## src/rtl/pf_pkg.sv

```systemverilog
`default_nettype none

package pf_pkg;

  // Letter and key square geometry.
  localparam int unsigned LETTER_W  = 5;
  localparam int unsigned SQ_DIM    = 5;
  localparam int unsigned ROW_W     = SQ_DIM * LETTER_W;
  localparam int unsigned POS_W     = 3;
  localparam int unsigned CFG_IDX_W = 3;

  // Depth of the pair queue between the front and back parts.
  localparam int unsigned QUEUE_DEPTH = 2;

  // Letter codes with a fixed role in the cipher.
  localparam logic [LETTER_W-1:0] LETTER_X = 5'd23;
  localparam logic [LETTER_W-1:0] LETTER_J = 5'd9;
  localparam logic [LETTER_W-1:0] LETTER_I = 5'd8;

  typedef logic [LETTER_W-1:0] letter_t;
  typedef logic [ROW_W-1:0] row_t;
  typedef row_t [SQ_DIM-1:0] square_t;

  // Key square after reset, row 0 in the lowest slot.
  localparam square_t SQUARE_RESET = {
    25'd27025109, 25'd21613104, 25'd16201099, 25'd10755269, 25'd4294688
  };

  // One digraph handed from the front part to the back part.
  typedef struct packed {
    letter_t first;
    letter_t second;
    logic    last;
  } pair_t;

  // Output side of the back part.
  typedef enum logic [1:0] {
    BK_EMPTY,
    BK_FIRST,
    BK_SECOND
  } back_state_t;

endpackage

`default_nettype wire

```

## src/rtl/pf_front.sv

```systemverilog
`default_nettype none

module pf_front (
  input  wire logic            clk,
  input  wire logic            rst,
  input  wire logic            in_valid,
  output logic                 in_ready,
  input  wire pf_pkg::letter_t plain_letter,
  input  wire logic            message_end,
  output logic                 push,
  output pf_pkg::pair_t        push_pair,
  input  wire logic            q_full
);

  logic            held_valid;
  logic            held_valid_next;
  pf_pkg::letter_t held_letter;
  pf_pkg::letter_t held_letter_next;
  logic            pend_valid;
  logic            pend_valid_next;
  pf_pkg::pair_t   pend_pair;
  pf_pkg::pair_t   pend_pair_next;
  logic            accept;

  // A new letter is taken only when no second pair is waiting and the queue has room.
  assign in_ready = !pend_valid && !q_full;
  assign accept   = in_valid && in_ready;

  // Pair letters into digraphs, splitting doubled letters with x and padding a lone final letter with x.
  always_comb begin
    held_valid_next  = held_valid;
    held_letter_next = held_letter;
    pend_valid_next  = pend_valid;
    pend_pair_next   = pend_pair;
    push             = 1'b0;
    push_pair        = pend_pair;

    if (pend_valid) begin
      // The second pair of a doubled final letter goes out on its own cycle.
      if (!q_full) begin
        push            = 1'b1;
        pend_valid_next = 1'b0;
      end
    end else if (accept) begin
      if (!held_valid) begin
        if (message_end) begin
          push      = 1'b1;
          push_pair = '{first: plain_letter, second: pf_pkg::LETTER_X, last: 1'b1};
        end else begin
          held_valid_next  = 1'b1;
          held_letter_next = plain_letter;
        end
      end else if (held_letter != plain_letter) begin
        push             = 1'b1;
        push_pair        = '{first: held_letter, second: plain_letter, last: 1'b1};
        held_valid_next  = 1'b0;
        held_letter_next = '0;
      end else if (message_end) begin
        push             = 1'b1;
        push_pair        = '{first: held_letter, second: pf_pkg::LETTER_X, last: 1'b0};
        pend_valid_next  = 1'b1;
        pend_pair_next   = '{first: plain_letter, second: pf_pkg::LETTER_X, last: 1'b1};
        held_valid_next  = 1'b0;
        held_letter_next = '0;
      end else begin
        push             = 1'b1;
        push_pair        = '{first: held_letter, second: pf_pkg::LETTER_X, last: 1'b1};
        held_letter_next = plain_letter;
      end
    end
  end

  // Pairing state.
  always_ff @(posedge clk) begin
    if (rst) begin
      held_valid  <= 1'b0;
      held_letter <= '0;
      pend_valid  <= 1'b0;
    end else begin
      held_valid  <= held_valid_next;
      held_letter <= held_letter_next;
      pend_valid  <= pend_valid_next;
    end
  end

  // The waiting pair needs no reset.
  always_ff @(posedge clk) begin
    pend_pair <= pend_pair_next;
  end

endmodule

`default_nettype wire

```

## src/rtl/pf_queue.sv

```systemverilog
`default_nettype none

module pf_queue #(
  parameter int unsigned DEPTH = pf_pkg::QUEUE_DEPTH
) (
  input  wire logic          clk,
  input  wire logic          rst,
  input  wire logic          push,
  input  wire pf_pkg::pair_t push_pair,
  output logic               full,
  input  wire logic          pop,
  output pf_pkg::pair_t      head,
  output logic               head_valid
);

  localparam int unsigned PTR_W = (DEPTH > 1) ? $clog2(DEPTH) : 1;
  localparam int unsigned CNT_W = $clog2(DEPTH + 1);

  pf_pkg::pair_t    slots [DEPTH];
  logic [PTR_W-1:0] wr_ptr;
  logic [PTR_W-1:0] rd_ptr;
  logic [CNT_W-1:0] count;
  logic             do_push;
  logic             do_pop;

  assign full       = (count == CNT_W'(DEPTH));
  assign head_valid = (count != '0);
  assign head       = slots[rd_ptr];
  assign do_push    = push && !full;
  assign do_pop     = pop && head_valid;

  // Pointers and fill count.
  always_ff @(posedge clk) begin
    if (rst) begin
      wr_ptr <= '0;
      rd_ptr <= '0;
      count  <= '0;
    end else begin
      if (do_push) begin
        wr_ptr <= (wr_ptr == PTR_W'(DEPTH - 1)) ? '0 : wr_ptr + PTR_W'(1);
      end
      if (do_pop) begin
        rd_ptr <= (rd_ptr == PTR_W'(DEPTH - 1)) ? '0 : rd_ptr + PTR_W'(1);
      end
      if (do_push && !do_pop) begin
        count <= count + CNT_W'(1);
      end else if (do_pop && !do_push) begin
        count <= count - CNT_W'(1);
      end
    end
  end

  // Pair storage.
  always_ff @(posedge clk) begin
    if (do_push) begin
      slots[wr_ptr] <= push_pair;
    end
  end

endmodule

`default_nettype wire

```

## src/rtl/pf_back.sv

```systemverilog
`default_nettype none

module pf_back (
  input  wire logic                            clk,
  input  wire logic                            rst,
  input  wire pf_pkg::pair_t                   head,
  input  wire logic                            head_valid,
  output logic                                 pop,
  input  wire logic                            cfg_valid,
  input  wire logic [pf_pkg::CFG_IDX_W-1:0]    cfg_index,
  input  wire pf_pkg::row_t                    cfg_data,
  output logic                                 out_valid,
  input  wire logic                            out_ready,
  output pf_pkg::letter_t                      cipher_letter,
  output logic                                 run_last
);

  typedef logic [pf_pkg::POS_W-1:0] pos_idx_t;

  typedef struct packed {
    pos_idx_t row;
    pos_idx_t col;
  } pos_t;

  pf_pkg::square_t     square;
  pf_pkg::back_state_t state;
  pf_pkg::back_state_t state_next;
  pf_pkg::letter_t     res_a;
  pf_pkg::letter_t     res_b;
  logic                res_last;
  pos_t                pos_a;
  pos_t                pos_b;
  pf_pkg::letter_t     enc_a;
  pf_pkg::letter_t     enc_b;

  // Letter stored at one cell of the square.
  function automatic pf_pkg::letter_t cell_at(pf_pkg::square_t sq, pos_idx_t r, pos_idx_t c);
    return sq[r][c * pf_pkg::LETTER_W +: pf_pkg::LETTER_W];
  endfunction

  // Step to the next row or column, wrapping at the edge of the square.
  function automatic pos_idx_t wrap_inc(pos_idx_t v);
    return (v == pf_pkg::POS_W'(pf_pkg::SQ_DIM - 1)) ? '0 : v + pf_pkg::POS_W'(1);
  endfunction

  // Find a letter in the square; the first match in row-major order wins and
  // a letter that is absent is placed at row 0, column 0. j is looked up as i.
  function automatic pos_t locate(pf_pkg::square_t sq, pf_pkg::letter_t letter);
    pf_pkg::letter_t key;
    pos_t            pos;
    key = (letter == pf_pkg::LETTER_J) ? pf_pkg::LETTER_I : letter;
    pos = '0;
    for (int r = pf_pkg::SQ_DIM - 1; r >= 0; r--) begin
      for (int c = pf_pkg::SQ_DIM - 1; c >= 0; c--) begin
        if (sq[r][c * pf_pkg::LETTER_W +: pf_pkg::LETTER_W] == key) begin
          pos.row = pf_pkg::POS_W'(r);
          pos.col = pf_pkg::POS_W'(c);
        end
      end
    end
    return pos;
  endfunction

  // Key square registers, written through the configuration channel.
  always_ff @(posedge clk) begin
    if (rst) begin
      square <= pf_pkg::SQUARE_RESET;
    end else if (cfg_valid && (cfg_index < pf_pkg::CFG_IDX_W'(pf_pkg::SQ_DIM))) begin
      square[cfg_index] <= cfg_data;
    end
  end

  // Encrypt the pair at the head of the queue.
  always_comb begin
    pos_a = locate(square, head.first);
    pos_b = locate(square, head.second);
    if (pos_a.row == pos_b.row) begin
      enc_a = cell_at(square, pos_a.row, wrap_inc(pos_a.col));
      enc_b = cell_at(square, pos_b.row, wrap_inc(pos_b.col));
    end else if (pos_a.col == pos_b.col) begin
      enc_a = cell_at(square, wrap_inc(pos_a.row), pos_a.col);
      enc_b = cell_at(square, wrap_inc(pos_b.row), pos_b.col);
    end else begin
      enc_a = cell_at(square, pos_a.row, pos_b.col);
      enc_b = cell_at(square, pos_b.row, pos_a.col);
    end
  end

  // Output sequencing: the first letter, then the second, then the next pair.
  always_comb begin
    state_next = state;
    pop        = 1'b0;
    unique case (state)
      pf_pkg::BK_EMPTY: begin
        if (head_valid) begin
          pop        = 1'b1;
          state_next = pf_pkg::BK_FIRST;
        end
      end
      pf_pkg::BK_FIRST: begin
        if (out_ready) begin
          state_next = pf_pkg::BK_SECOND;
        end
      end
      pf_pkg::BK_SECOND: begin
        if (out_ready) begin
          if (head_valid) begin
            pop        = 1'b1;
            state_next = pf_pkg::BK_FIRST;
          end else begin
            state_next = pf_pkg::BK_EMPTY;
          end
        end
      end
      default: begin
        state_next = pf_pkg::BK_EMPTY;
      end
    endcase
  end

  always_ff @(posedge clk) begin
    if (rst) begin
      state <= pf_pkg::BK_EMPTY;
    end else begin
      state <= state_next;
    end
  end

  // Result registers, loaded as a pair leaves the queue.
  always_ff @(posedge clk) begin
    if (pop) begin
      res_a    <= enc_a;
      res_b    <= enc_b;
      res_last <= head.last;
    end
  end

  assign out_valid     = (state != pf_pkg::BK_EMPTY);
  assign cipher_letter = (state == pf_pkg::BK_SECOND) ? res_b : res_a;
  assign run_last      = (state == pf_pkg::BK_SECOND) && res_last;

endmodule

`default_nettype wire

```

## src/rtl/playfair_digraph_encryptor.sv

```systemverilog
// Playfair encryptor over a 5x5 key square held in five row registers.
// Input channel (in_valid/in_ready): one plaintext letter per request, codes
// a=0 through z=25, with message_end on the final letter of a message.
// Output channel (out_valid/out_ready): ciphertext letters, two per digraph;
// run_last marks the last letter caused by one input request.
// Configuration channel (cfg_valid/cfg_ready): cfg_index 0 to 4 selects a
// square row and cfg_data carries five letter codes, column 0 in the low bits.
// Rows may be rewritten only while the block is idle; cfg_ready is always high.
// A pair passes through the queue and into the result registers before its
// first letter appears; the second letter follows once the first is taken.
// Throughput: one request per cycle is taken while no second pair waits and
// the queue has room, and one letter per cycle leaves while out_ready is high;
// the output register pair in the back part sets the letter rate. A doubled
// final letter yields two digraphs, and the input is held until both are queued.
// Reset loads the default key square and empties the pairing state and queue.
// When the receiver stalls, results wait in the output register and the pair
// queue, and the input keeps being taken until the queue fills.
`default_nettype none

module playfair_digraph_encryptor #(
  parameter int unsigned QUEUE_DEPTH = pf_pkg::QUEUE_DEPTH
) (
  input  wire logic                         clk,
  input  wire logic                         rst,
  input  wire logic                         in_valid,
  output logic                              in_ready,
  input  wire logic [4:0]                   plain_letter,
  input  wire logic                         message_end,
  output logic                              out_valid,
  input  wire logic                         out_ready,
  output logic [4:0]                        cipher_letter,
  output logic                              run_last,
  input  wire logic                         cfg_valid,
  output logic                              cfg_ready,
  input  wire logic [pf_pkg::CFG_IDX_W-1:0] cfg_index,
  input  wire logic [24:0]                  cfg_data
);

  logic          push;
  pf_pkg::pair_t push_pair;
  logic          q_full;
  logic          pop;
  pf_pkg::pair_t head;
  logic          head_valid;

  assign cfg_ready = 1'b1;

  // Pairing of letters into digraphs.
  pf_front u_front (
    .clk          (clk),
    .rst          (rst),
    .in_valid     (in_valid),
    .in_ready     (in_ready),
    .plain_letter (plain_letter),
    .message_end  (message_end),
    .push         (push),
    .push_pair    (push_pair),
    .q_full       (q_full)
  );

  // Digraphs waiting for encryption.
  pf_queue #(
    .DEPTH (QUEUE_DEPTH)
  ) u_queue (
    .clk        (clk),
    .rst        (rst),
    .push       (push),
    .push_pair  (push_pair),
    .full       (q_full),
    .pop        (pop),
    .head       (head),
    .head_valid (head_valid)
  );

  // Square lookup and ciphertext output.
  pf_back u_back (
    .clk           (clk),
    .rst           (rst),
    .head          (head),
    .head_valid    (head_valid),
    .pop           (pop),
    .cfg_valid     (cfg_valid),
    .cfg_index     (cfg_index),
    .cfg_data      (cfg_data),
    .out_valid     (out_valid),
    .out_ready     (out_ready),
    .cipher_letter (cipher_letter),
    .run_last      (run_last)
  );

endmodule

`default_nettype wire
```

## config.mk

```make
export PLATFORM = sky130hd
export DESIGN_NAME = playfair_digraph_encryptor
export DESIGN_NICKNAME = d
export VERILOG_FILES = /design/src/rtl/pf_pkg.sv /design/src/rtl/pf_front.sv /design/src/rtl/pf_queue.sv /design/src/rtl/pf_back.sv /design/src/rtl/playfair_digraph_encryptor.sv
export SDC_FILE = /design/constraint.sdc
export NUM_CORES = 1
export LEC_CHECK = 0
export ABC_AREA = 1
export BUFFER_PORTS_ARGS = -buffer_cell sky130_fd_sc_hd__buf_2
export CORE_ASPECT_RATIO = 1.75
export CORE_MARGIN = 1
export CORE_UTILIZATION = 25
export DETAILED_ROUTE_END_ITERATION = 6
export GPL_TIMING_DRIVEN = 0
export PLACE_DENSITY_LB_ADDON = 0.2
export SYNTH_ARGS = -nofsm -noshare
export SYNTH_HDL_FRONTEND = slang
export SYNTH_SLANG_ARGS = --single-unit
```

## constraint.sdc

```tcl
create_clock -name clk -period 5.8 [get_ports clk]
set_input_delay 1.45 -clock clk [delete_from_list [all_inputs] [get_ports clk]]
set_output_delay 1.45 -clock clk [all_outputs]
set_load 0.05 [all_outputs]
```

# Word level (Yosys, flattened, before mapping)
# Memory sizes are Yosys's and may differ from the RTL's. A register that Yosys moved wholly into a read port is not among the register bits.
# Index checks and enable logic that the tools add are counted.
# totals
mem_bits_rw,22
memories,1
inputBits,39
ff_bits,160
# classes
muxes,111
bitwise_logic,2
order_cmp,7
shifts,6
n_addsub,8
n_mul,4
eq_ne,66
reduce_logical,21
# memory_table
name,words,width,rd,rd_clocked_by_memory_dff,write_ports,line_no,text
u_queue.slots,2,11,1,1,1,pf_queue.sv:19,pf_pkg::pair_t slots [DEPTH];
# op_table
operator,count
2-to-1 mux 6 bit,51
binary-select mux 25 bit (select 3 bit),4
== test 5 bit,50
indexed part select 25 x 7 -> 5 bit,6
bitwise mux 125 bit,1
2-to-1 mux 25 bit,5
demux 25 bit (select 3 bit),1
2-to-1 mux 5 bit,11
2-to-1 mux 11 bit,4
"multiplier 3 x 3 -> 6 bit, second input constant",4
2-to-1 mux 1 bit,23
"less-than comparator 3 x 4 -> 1 bit, second input constant",5
"adder 3 x 1 -> 3 bit, second input constant",4
"== test 3 bit, second input constant",4
2-to-1 mux 3 bit,4
"== test 5 x 4 -> 1 bit, second input constant",2
2-to-1 mux 2 bit,5
logical AND 1 bit,9
== test 3 bit,2
"!= test 2 bit, second input constant",3
one-hot mux 2 bit (3 select lines),1
AND reduction 3 bit,2
nonzero test 2 bit,3
!= test 5 bit,1
14 further kinds,20

# Longest topological paths before layout
# logic_depth
depth_word,35
mapped_depth,42

# By module
# Synthesis repeated with hierarchy kept, for this count alone.
# hier_totals
cells_unflattened,2865
area_unflattened_um2,17523.1
# by_module_without_submodules
module,n_inst,cells_per_inst,area_per_inst_um2,seq_area_each_um2
pf_back,1,2619,15234.6,2872.8
pf_front,1,173,1194.9,470.5
pf_queue,1,71,1082.3,760.7
playfair_digraph_encryptor,1,2,11.3,0.0

# Worst setup path after synthesis
# OpenSTA, ideal clock, no wires.
# synth_path
path_kind,register -> register
start,register (tool-made name)
end,register u_back.res_b[1] (data pin)
setup_slack_ps,1784
path_stages_with_launch,32
arrival_ps,3762
required_time_ps,5547
setup_ps,253
n_path_buf,6
period_less_slack_ps,4016
cell_sequence,dfxtp_1 -> buf_6 -> inv_6 -> nand2_1 -> nand2_2 -> nor2_2 -> nand2_4 -> nand2_4 -> buf_6 -> xor2_1 -> nand2_1 -> nand2_1 -> nor2_1 -> nand2_1 -> nand3_1 -> nand2_1 -> nand2_1 -> buf_6 -> inv_1 -> buf_4 -> ha_1 -> clkbuf_1 -> clkinv_1 -> clkbuf_1 -> a21oi_1 -> o21ai_0 -> a32oi_1 -> nor2_1 -> nor2_1 -> nand2_1 -> nand3_1 -> nand2_1
# synth_rtl
item,line_no,text
"end signal, assigned",pf_back.sv:133,res_b <= enc_b;
"end, declared",pf_back.sv:29,pf_pkg::letter_t res_b;

==> impl_summary.log <==
INFO  metric outcome = finished with violations
INFO  metric violations = setup timing
INFO  metric cts.sink_count = 183
INFO  metric grt_pass1_vias = 21200
INFO  metric setup-tns-final = -0.0420 ns
INFO  metric synth.largest_area_cell = sky130_fd_sc_hd__nand2_1
INFO  metric total_die_area = 0.0703 mm2
INFO  metric overflow = 0
INFO  metric postLayoutSetupSlackWorst = -0.0420 ns
INFO  metric boundaryPins = 48
INFO  metric grt_start_max_net_pins = 23
INFO  metric path_class = flip-flop to flip-flop
INFO  metric ys_async_sr_fraction = 0%
INFO  metric ctsHtreeMaxLevel = 4
INFO  metric floorplan.die.width = 201 um
INFO  metric timing.final.crit_share = 101%
INFO  metric gp_congestion = 1.10
INFO  metric route.final.wire_length = 130 mm
INFO  metric combined_area_of_all_synthesized_cells = 0.0173 mm2
INFO  metric maxClockFrequency = 0.171 GHz
INFO  metric hpwlAfterDp = 102 mm
INFO  metric detail_route.first_pass.iterations = 5
INFO  metric chipHeight = 350 um
INFO  metric syn-num-nets = 2974
INFO  metric critPathArrivalTime = 6.11 ns
INFO  metric cpMostUsedCell = sky130_fd_sc_hd__nand2_1
INFO  metric post_synth_most_frequent_cells = sky130_fd_sc_hd__nand2_1, sky130_fd_sc_hd__o21ai_0, sky130_fd_sc_hd__nand3_1
INFO  metric final_area = 0.0196 mm2
INFO  metric cp_data_required_time = 6.06 ns
INFO  metric cts.root.buffer_cell = sky130_fd_sc_hd__clkbuf_16
INFO  metric detail_route.drc_violations = 0
INFO  metric placement.io_buffers = 46
INFO  metric top_flip_flop_cell_by_instance_count_after_synthesis = sky130_fd_sc_hd__dfxtp_1
INFO  metric clk_latency_worst_skew_pair = 0.52 ns
INFO  metric finalHoldViolations = 0
INFO  metric critical_path.top_delay_family = simple AND/OR/NAND/NOR gates
INFO  metric finClkSkew = 0.0157 ns
INFO  metric max_slew_margin = 13.9%
INFO  metric dpl_cell_area = 0.0187 mm2
INFO  metric num_vias = 21500
INFO  metric critical_path_buf_inv_count = 6
INFO  metric ys_ff_latch = 183
INFO  metric layout-drive-gt1-share = 9.48%
INFO  metric ant_nets = 0
INFO  metric grt_pass1_wl = 175 mm
INFO  metric critical_path.slowest_cell = sky130_fd_sc_hd__o211ai_1
INFO  metric cts.path.max_buffers = 2
INFO  metric critPathMaxStageDelay = 0.79 ns
INFO  metric nNetsFinal = 3051
INFO  metric max_cap_viol_count = 0
INFO  metric yosysUniqueCellTypes = 56
INFO  metric fraction_of_the_yosys_area_taken_by_sequential_cells = 23.7%
INFO  metric synth.yosys.warnings = 0
INFO  metric core_footprint = 0.0685 mm2
INFO  metric synthToLayoutAreaGrowth = 13.5%
INFO  metric syn_inst = 2926
INFO  metric detailedRoute.firstIterationViolations = 1905
INFO  metric timing.hold.worst.class = flip-flop to flip-flop
INFO  metric layoutNonFillerInstCount = 3921
INFO  metric worst_setup_path_end_kind = flip-flop
INFO  metric report.final.setup_viol = 1
INFO  metric core.rowCount = 127
INFO  metric finalCriticalPeriod = 5.84 ns
INFO  metric place_worst_setup_slack = -1.18 ns
INFO  metric rsz0062_at_grt = yes
INFO  metric synth_top_cells_by_area = sky130_fd_sc_hd__nand2_1, sky130_fd_sc_hd__dfxtp_1, sky130_fd_sc_hd__xor2_1
INFO  metric final_max_slew_viol_count = 0
INFO  metric antenna_violations_before_repair = 7
INFO  metric avgViaCountPerCell = 5.49
INFO  metric tritoncts = yes
INFO  metric area_share_of_the_leading_cell_type_in_the_synthesized_netlist = 22.8%
INFO  metric drt-wirelength-per-cell = 33.2 um
INFO  metric worst_setup_path_start_kind = flip-flop
INFO  metric timing.critical_path.fanout_max = 10
INFO  metric tightestPinTransition = 1.29 ns
INFO  metric syn-mean-instance-area = 5.91 um2
INFO  metric synth_enable_flop_cells = 44
INFO  metric worst_setup_hold_path_clk_slew = 0.09 ns
INFO  metric start_util = 25.3%
INFO  metric cts-buffers-inserted = 17
INFO  metric post-place-cells = 3876
INFO  metric track_usage = 36.9%
INFO  metric yosys.cell_count.top_type = sky130_fd_sc_hd__nand2_1
[layer usage]
layer	wire length, um	vias up	share of wire [%]	track usage, %
li1	-	9740	-	-
met1	40800	10100	31	33.4
met2	63600	1108	49	64.9
met3	8500	575	6.5	8.25
met4	17200	10	13	41.1
met5	68	-	0.052	0
[per-stage QoR]
step	hold slack [ns]	utilization (%)
final	0.454	28.7
after global routing	0.480	28.7
after CTS	0.457	28.3
after detailed placement	0.443	27.3
after global placement	0.436	27.2
after floorplan	0.426	-
[sequential cells by signal, summed over array words and instances, names as in the netlist, 2 cells and up, named ones only]
name and count:
u_queue.slots 22, u_back.state 2, u_front.pend_pair 11, u_front.held_letter 5, u_queue.count 2, u_back.res_b 5
u_back.square 125, u_back.res_a 5
[cell usage in the layout, fill, tap and decap left out, types with 5 or more instances in the layout]
cell type	instances
sky130_fd_sc_hd__a21oi_1	139
sky130_fd_sc_hd__a32oi_1	5
sky130_fd_sc_hd__buf_1	12
sky130_fd_sc_hd__buf_2	99
sky130_fd_sc_hd__buf_4	35
sky130_fd_sc_hd__buf_6	22
sky130_fd_sc_hd__clkbuf_1	88
sky130_fd_sc_hd__clkbuf_16	17
sky130_fd_sc_hd__clkbuf_2	10
sky130_fd_sc_hd__clkbuf_4	6
sky130_fd_sc_hd__clkinv_8	6
sky130_fd_sc_hd__dfxtp_1	139
sky130_fd_sc_hd__edfxtp_1	44
sky130_fd_sc_hd__ha_1	7
sky130_fd_sc_hd__inv_1	194
sky130_fd_sc_hd__inv_2	6
sky130_fd_sc_hd__nand2_1	1036
sky130_fd_sc_hd__nand2_2	26
sky130_fd_sc_hd__nand2_4	9
sky130_fd_sc_hd__nand3_1	194
sky130_fd_sc_hd__nand4_1	61
sky130_fd_sc_hd__nor2_1	155
sky130_fd_sc_hd__nor2_2	8
sky130_fd_sc_hd__nor3_1	41
sky130_fd_sc_hd__o211ai_1	75
sky130_fd_sc_hd__o21ai_0	258
sky130_fd_sc_hd__o21ai_1	69
sky130_fd_sc_hd__o22ai_1	21
sky130_fd_sc_hd__o31ai_1	5
sky130_fd_sc_hd__xor2_1	151
[path summary, 6_finish.rpt]
kind	start	end	slack, ns	cells after the start
max	flip-flop	u_back.res_b[4]	-0.04	25
min	u_queue.rd_ptr	flip-flop	0.45	1
max reg2reg	flip-flop	u_back.res_b[4]	-0.04	25
min reg2reg	u_queue.rd_ptr	flip-flop	0.45	1
[repair_timing]
action,CTS,global route
gates cloned,0,0
hold buffers,0,0
setup endpoints to repair,10,10
pin swaps,1,5
gates resized for setup,26,57
buffers inserted,3,11
[final cells by class]
class | count | area, um2
fillers | 7910 | 48800
multi-input cells | 2313 | 11400
flip-flops and latches | 183 | 4100
plain buffers | 216 | 1180
well taps | 903 | 1130
inverters | 210 | 807
clock buffers | 17 | 425
repair buffers | 62 | 379
clock inverters | 15 | 205
diodes | 2 | 5.00
[cells by family after synthesis]
kind of cell             after synthesis  share of synthesized area, %
other                                  1                        0.0217
AO/OA/AOI/OAI                        596                          19.1
AND/OR/NAND/NOR                     1553                          37.5
adder cells (fa/ha/maj)                9                         0.651
buffers and inverters                430                          11.2
multiplexers                           1                        0.0579
flip-flops                           183                          23.7
XOR/XNOR                             153                          7.79
Power is not shown: default switching activity piles up to over one toggle a cycle in this logic, so the estimate is an artifact.
